[config.mk]
export PLATFORM = sky130hd
export DESIGN_NAME = delta_approximate_pattern_match
export DESIGN_NICKNAME = d
export VERILOG_FILES = /design/src/sv/dapm_pkg.sv /design/src/sv/delta_approximate_pattern_match.sv
export SDC_FILE = /design/constraint.sdc
export NUM_CORES = 2
export LEC_CHECK = 0
export ABC_CLOCK_PERIOD_IN_PS = 17010
export BUFFER_PORTS_ARGS = -buffer_cell sky130_fd_sc_hd__buf_2
export CORE_ASPECT_RATIO = 1.25
export CORE_MARGIN = 8
export CORE_UTILIZATION = 30
export DETAILED_ROUTE_END_ITERATION = 7
export PLACE_DENSITY = 0.51
export SYNTH_ARGS = -nofsm -noshare
export SYNTH_HDL_FRONTEND = slang
export SYNTH_SLANG_ARGS = --single-unit
[constraint.sdc]
create_clock -name clk -period 17.01 [get_ports clk]
set_input_delay 4.2525 -clock clk [delete_from_list [all_inputs] [get_ports clk]]
set_output_delay 4.2525 -clock clk [all_outputs]
set_load 0.01 [all_outputs]
[src/sv/dapm_pkg.sv]
// Shared types and constants for the delta approximate pattern matcher.
// Used by delta_approximate_pattern_match; depends on nothing.
`timescale 1ns / 1ps

package dapm_pkg;

  // Default sizes handed to the top level
  localparam int PATTERN_MAX_DEFAULT   = 32;
  localparam int POSITION_BITS_DEFAULT = 32;

  // Fixed field and register widths
  localparam int PATTERN_REGS  = 4;   // 64-bit pattern registers
  localparam int CFG_DATA_W    = 64;
  localparam int CFG_INDEX_W   = 3;
  localparam int LENGTH_BITS   = 6;
  localparam int DELTA_BITS    = 8;
  localparam int START_W       = 32;
  localparam int LENGTH_RESET  = 1;

  // Register map
  typedef enum logic [CFG_INDEX_W-1:0] {
    REG_PATTERN_0      = 3'd0,
    REG_PATTERN_1      = 3'd1,
    REG_PATTERN_2      = 3'd2,
    REG_PATTERN_3      = 3'd3,
    REG_PATTERN_LENGTH = 3'd4,
    REG_MAX_DIFFERENCE = 3'd5
  } cfg_index_t;

  // One text transfer
  typedef struct packed {
    logic [7:0] text_byte;
    logic       end_of_text;
  } text_item_t;

  // One result transfer
  typedef struct packed {
    logic               match_found;
    logic [START_W-1:0] match_start;
  } result_item_t;

endpackage

[src/sv/delta_approximate_pattern_match.sv]
// Delta approximate pattern matcher: each text transfer yields one registered result.
// Throughput one text byte per cycle while text_stall is low; all pattern lanes are
// compared in parallel with the shifted window; a full two-entry result buffer stalls text.
// Synchronous active-high reset: pattern 0, length 1, delta 0, window/count/position clear.
// Depends on dapm_pkg.
`timescale 1ns / 1ps

module delta_approximate_pattern_match #(
  parameter int PATTERN_MAX   = dapm_pkg::PATTERN_MAX_DEFAULT,
  parameter int POSITION_BITS = dapm_pkg::POSITION_BITS_DEFAULT
) (
  input  logic                              clk,
  input  logic                              rst,
  // text channel
  input  logic                              text_valid,
  output logic                              text_stall,
  input  dapm_pkg::text_item_t              text,
  // result channel
  output logic                              result_valid,
  input  logic                              result_stall,
  output dapm_pkg::result_item_t            result,
  // configuration write channel
  input  logic                              cfg_valid,
  output logic                              cfg_ready,
  input  dapm_pkg::cfg_index_t              cfg_index,
  input  logic [dapm_pkg::CFG_DATA_W-1:0]   cfg_data
);
  import dapm_pkg::*;

  localparam int LEN_W = $clog2(PATTERN_MAX + 1);
  localparam int IDX_W = $clog2(PATTERN_MAX);
  localparam int CMP_W = (LEN_W > LENGTH_BITS) ? LEN_W : LENGTH_BITS;

  // Configuration registers
  logic [CFG_DATA_W-1:0]  pattern_regs [PATTERN_REGS];
  logic [LENGTH_BITS-1:0] pattern_length;
  logic [DELTA_BITS-1:0]  max_difference;

  assign cfg_ready = 1'b1;

  always_ff @(posedge clk) begin
    if (rst) begin
      for (int r = 0; r < PATTERN_REGS; r++) begin
        pattern_regs[r] <= '0;
      end
      pattern_length <= LENGTH_BITS'(LENGTH_RESET);
      max_difference <= '0;
    end else if (cfg_valid && cfg_ready) begin
      case (cfg_index)
        REG_PATTERN_0:      pattern_regs[0] <= cfg_data;
        REG_PATTERN_1:      pattern_regs[1] <= cfg_data;
        REG_PATTERN_2:      pattern_regs[2] <= cfg_data;
        REG_PATTERN_3:      pattern_regs[3] <= cfg_data;
        REG_PATTERN_LENGTH: pattern_length <= cfg_data[LENGTH_BITS-1:0];
        REG_MAX_DIFFERENCE: max_difference <= cfg_data[DELTA_BITS-1:0];
        default: ;  // writes outside the map are dropped
      endcase
    end
  end

  // Pattern bytes by index; bytes past the registers read as zero
  logic [7:0] pbyte [PATTERN_MAX];

  for (genvar g = 0; g < PATTERN_MAX; g++) begin : g_pbyte
    if (g < PATTERN_REGS * 8) begin : g_reg
      localparam int R = g / 8;
      localparam int B = (g % 8) * 8;
      assign pbyte[g] = pattern_regs[R][B +: 8];
    end else begin : g_zero
      assign pbyte[g] = 8'd0;
    end
  end

  // Effective length, saturated to the window depth
  logic [CMP_W-1:0] len_ext;
  logic [LEN_W-1:0] len_eff;

  assign len_ext = CMP_W'(pattern_length);
  assign len_eff = (len_ext > CMP_W'(PATTERN_MAX)) ? LEN_W'(PATTERN_MAX)
                                                   : LEN_W'(len_ext);

  // Text state
  logic [7:0]               window [PATTERN_MAX];
  logic [LEN_W-1:0]         bytes_seen;
  logic [POSITION_BITS-1:0] text_position;

  logic             text_xfer;
  logic [7:0]       win_new [PATTERN_MAX];
  logic [LEN_W-1:0] bytes_seen_next;

  assign win_new[0] = text.text_byte;
  for (genvar k = 1; k < PATTERN_MAX; k++) begin : g_shift
    assign win_new[k] = window[k-1];
  end

  assign bytes_seen_next = (bytes_seen < LEN_W'(PATTERN_MAX)) ? bytes_seen + LEN_W'(1)
                                                               : bytes_seen;

  // Per-lane compare: window lane k meets pattern byte len-1-k
  logic [PATTERN_MAX-1:0] lane_ok;

  for (genvar k = 0; k < PATTERN_MAX; k++) begin : g_lane
    logic [LEN_W-1:0] lane_idx;
    logic             lane_on;
    logic [7:0]       p_byte;
    logic [8:0]       diff;
    logic [8:0]       abs_diff;

    assign lane_on  = LEN_W'(k) < len_eff;
    assign lane_idx = len_eff - LEN_W'(1) - LEN_W'(k);
    assign p_byte   = pbyte[lane_idx[IDX_W-1:0]];
    assign diff     = {1'b0, p_byte} - {1'b0, win_new[k]};
    assign abs_diff = diff[8] ? (9'd0 - diff) : diff;
    assign lane_ok[k] = !lane_on || (abs_diff <= {1'b0, max_difference});
  end

  logic                      found;
  logic [POSITION_BITS-1:0]  start_pos;
  logic [POSITION_BITS+START_W-1:0] start_ext;
  result_item_t              res_new;

  assign found     = (len_eff != '0) && (bytes_seen_next >= len_eff) && (&lane_ok);
  assign start_pos = text_position - POSITION_BITS'(len_eff) + POSITION_BITS'(1);
  assign start_ext = {{START_W{1'b0}}, start_pos};

  assign res_new.match_found = found;
  assign res_new.match_start = found ? start_ext[START_W-1:0] : '0;

  // Window, count and position update on each text transfer
  always_ff @(posedge clk) begin
    if (rst) begin
      for (int i = 0; i < PATTERN_MAX; i++) begin
        window[i] <= '0;
      end
      bytes_seen    <= '0;
      text_position <= '0;
    end else if (text_xfer) begin
      if (text.end_of_text) begin
        for (int i = 0; i < PATTERN_MAX; i++) begin
          window[i] <= '0;
        end
        bytes_seen    <= '0;
        text_position <= '0;
      end else begin
        for (int i = 0; i < PATTERN_MAX; i++) begin
          window[i] <= win_new[i];
        end
        bytes_seen <= bytes_seen_next;
        if (text_position != {POSITION_BITS{1'b1}}) begin
          text_position <= text_position + POSITION_BITS'(1);
        end
      end
    end
  end

  // Two-entry result buffer: output register plus skid entry
  logic         out_valid;
  logic         skid_valid;
  result_item_t out_item;
  result_item_t skid_item;
  logic         out_xfer;

  assign text_stall   = skid_valid;
  assign text_xfer    = text_valid && !text_stall;
  assign out_xfer     = out_valid && !result_stall;
  assign result_valid = out_valid;
  assign result       = out_item;

  always_ff @(posedge clk) begin
    if (rst) begin
      out_valid  <= 1'b0;
      skid_valid <= 1'b0;
    end else begin
      if (skid_valid) begin
        // no transfer in while the skid entry is full
        if (out_xfer) begin
          out_valid  <= 1'b1;
          skid_valid <= 1'b0;
        end
      end else if (text_xfer) begin
        if (out_valid && result_stall) begin
          skid_valid <= 1'b1;
        end else begin
          out_valid <= 1'b1;
        end
      end else if (out_xfer) begin
        out_valid <= 1'b0;
      end
    end
  end

  // Payload registers
  always_ff @(posedge clk) begin
    if (skid_valid) begin
      if (out_xfer) begin
        out_item <= skid_item;
      end
    end else if (text_xfer) begin
      if (out_valid && result_stall) begin
        skid_item <= res_new;
      end else begin
        out_item <= res_new;
      end
    end
  end

endmodule

==> out/metrics.cfg <==
[yosys]
ys.flop_type=edfxtp_1
seq_area_frac_synth=0.287
synthCells=6700
ys_ff_latch=624
synth-edff-count=562
ys_warn_count=0
syn-num-nets=7438
synth.distinct_cells=103
synthesis.area_sq_um=63100
ys_async_sr_fraction=0
syn_area_per_cell_sq_um=9.41

[clocking]
numCtsBuffers=79
cts_tree=built
root_buffer=clkbuf_16
clk_latency_ps=710
post_cts_buffers=0
cts_resized=0
clockBufferDepth=3
cts_hold_buf=0
h-tree-depth=3
path_clk_slew_ps=60
cts_sinks=624

[floorplanning]
start_util=0.301
fp.coreArea_sq_um=209000
dieWidth_um=426
ios=117
rows=188
chipHeight_um=529
die_area_sq_um=225000

[finish]
nets=7457
fin_util=0.333
instances_no_fill=9545
design_area_sq_um=69600
drive_gt1_frac=0.101
area_growth_pct=10.4

[critical_path]
end_kind=flip-flop
crit_arrival_ps=11130
critical_path_required_ps=17500
path_common_cell=a21oi_1
crit_slowest_cell=o22ai_1
path_class=flip-flop to flip-flop
crit_path_max_fanout=39
cpPeakStageDelay_ps=730
start_kind=flip-flop
path_buf_inv=4
path_delay_family=compound AO/OA/AOI/OAI gates

[routing]
avgRoutedWirePerCell_um=27.9
drc=0
drt_wl_total_um=266000
viasPerCell=5.55
drt_iter0_drc=4813
ant_nets=0
vias=53000
dr.pass1.iters=8

[sta]
post-route-min-period_ps=10640
finalHoldViolCount=0
skew_ps=29.5
fin_crit_sh=0.626
setup_tns_ps=0
setup_ws_ps=6370
fmaxAchievable_mhz=94.0
worstMarginPinSlew_ps=1420
setup_violations=0
relSlewSlack=0.0462
drv_slew=0
rsz0062_at_grt=false

[global_route]
grt_pass1_wl_um=372000
grt_overflow=0
grt_start_max_net_pins=113
grt_pass1_vias=50800
gr-usage-all-layers=0.227
antenna_found_initial=14

[power_and_ir_drop]
p_leak_nw=28.8
p_per_area_nw_per_um2=152
ir_drop_mv=0.0831

[run_status]
status=complete, no violations

[min_path]
hold_class=flip-flop to flip-flop

[placed_design]
dp_cells=9393
post-dp-hpwl_um=216000
place_area_sq_um=67000
gp_congestion=1.02
port_buffers=115
pre_cts_ws_ps=6640

[flow_run]
cap_violations=0

synthesized netlist by cell type, drive strengths merged, types with 17 or more instances:
library cell | n | share of area
mux2i | 812 | 0.13
nand2 | 764 | 0.046
o21ai | 175 | 0.014
a21o | 74 | 0.0088
nor2b | 107 | 0.011
a2111oi | 17 | 0.0027
or3 | 24 | 0.0025
o211ai | 20 | 0.0024
o21bai | 20 | 0.0024
dfxtp | 62 | 0.020
mux2 | 56 | 0.010
nor3 | 120 | 0.012
nand2b | 81 | 0.0080
edfxtp | 562 | 0.27
or2 | 46 | 0.0046
and3 | 42 | 0.0042
o2111ai | 22 | 0.0031
xnor2 | 236 | 0.033
nand4 | 52 | 0.0054
buf | 118 | 0.0091
o21a | 72 | 0.0086
xor2 | 198 | 0.028
o31ai | 68 | 0.0081
nor2 | 390 | 0.023
fa | 33 | 0.010
and2 | 311 | 0.031
ha | 624 | 0.12
nor4 | 245 | 0.024
nand3b | 18 | 0.0021
nand3 | 91 | 0.0073
o22ai | 23 | 0.0023
clkbuf | 157 | 0.0094
a21oi | 288 | 0.023
inv | 377 | 0.022
mux4 | 128 | 0.046
a31oi | 40 | 0.0041
a211oi | 23 | 0.0028
per-layer routing:
layer	wire, um	track usage	vias up
met5	13	0	-
met4	19900	0.141	2
met3	14100	0.0279	466
met2	123000	0.376	1699
met1	109000	0.281	26200
li1	-	-	24600
worst min-delay path: cells and delay by family, from the launching register on:
kind,cells,cell delay (ps)
DFF,1,310
and+or+nand+nor,1,50
AOI/OAI and AO/OA,1,50
power breakdown:
| group | internal (W) | leakage (nW) | switching [W] |
|---|---|---|---|
| Sequential | 0.00178 | 6.27 | 0.0000642 |
| Clock | 0.000976 | 1.25 | 0.000755 |
| Combinational | 0.00276 | 21.2 | 0.00427 |
registers in the layout, summed over array words and instances, names as in the netlist:
register / flops
text_stall: 1
window: 248
bytes_seen: 6
skid_item: 33
result_valid: 1
result: 33
max_difference: 8
pattern_regs: 256
len_ext: 6
text_position: 32
per-stage QoR:
stage | hold slack, ps | total power (W)
2_1_floorplan | 436 | 0.00689
3_3_place_gp | 456 | 0.00867
3_5_place_dp | 468 | 0.00880
4_1_cts | 475 | 0.0106
5_1_grt | 493 | 0.0114
6_report | 469 | 0.0106
area by class of cell:
type | instances | area, sq um
Antenna cell | 7 | 17.5
Inverter | 377 | 1440
Fill cell | 21500 | 140000
Clock inverter | 57 | 533
Timing Repair Buffer | 213 | 1360
Multi-Input combinational cell | 5424 | 42700
Clock buffer | 88 | 2030
Tap cell | 2755 | 3450
Sequential cell | 624 | 18100
layout by cell type, fill, tap and decap left out, types with 73 or more instances in the layout:
| cell | count |
|---|---|
| a21o_1 | 73 |
| nor4_1 | 234 |
| nor3_1 | 88 |
| buf_4 | 96 |
| xor2_1 | 193 |
| o21ai_0 | 162 |
| nand2_1 | 761 |
| mux4_2 | 128 |
| nor2b_1 | 106 |
| edfxtp_1 | 562 |
| a21oi_1 | 283 |
| nand3_1 | 88 |
| buf_2 | 113 |
| nand2b_1 | 80 |
| xnor2_1 | 226 |
| clkbuf_16 | 80 |
| and2_1 | 311 |
| nor2_1 | 389 |
| inv_1 | 361 |
| ha_1 | 621 |
| mux2i_1 | 808 |
cell families (layout without fill, tap and decap cells):
logic type / Yosys count / count (layout) / share of synthesized area
and+or+nand+nor: 2354 / 2354 / 0.189
muxes: 996 / 996 / 0.185
AOI/OAI and AO/OA: 982 / 982 / 0.102
adders and majority gates: 657 / 657 / 0.134
buffers and inverters: 652 / 735 / 0.0409
DFF: 624 / 624 / 0.287
xor gates and xnor gates: 434 / 434 / 0.0611
other: 1 / 8 / 0.0000595
worst paths after layout:
check,start,to,slack [ps],depth (start not counted)
hold / removal,max_difference[2]$_SDFFE_PP0P_,max_difference[2]$_SDFFE_PP0P_,470,2
setup / recovery,len_ext[1]$_SDFFE_PP0P_,result[15]$_DFFE_PP_,6370,33
setup reg to reg,len_ext[1]$_SDFFE_PP0P_,result[15]$_DFFE_PP_,6370,33
hold reg to reg,max_difference[2]$_SDFFE_PP0P_,max_difference[2]$_SDFFE_PP0P_,470,2
Power figures use the tool's default switching activity.
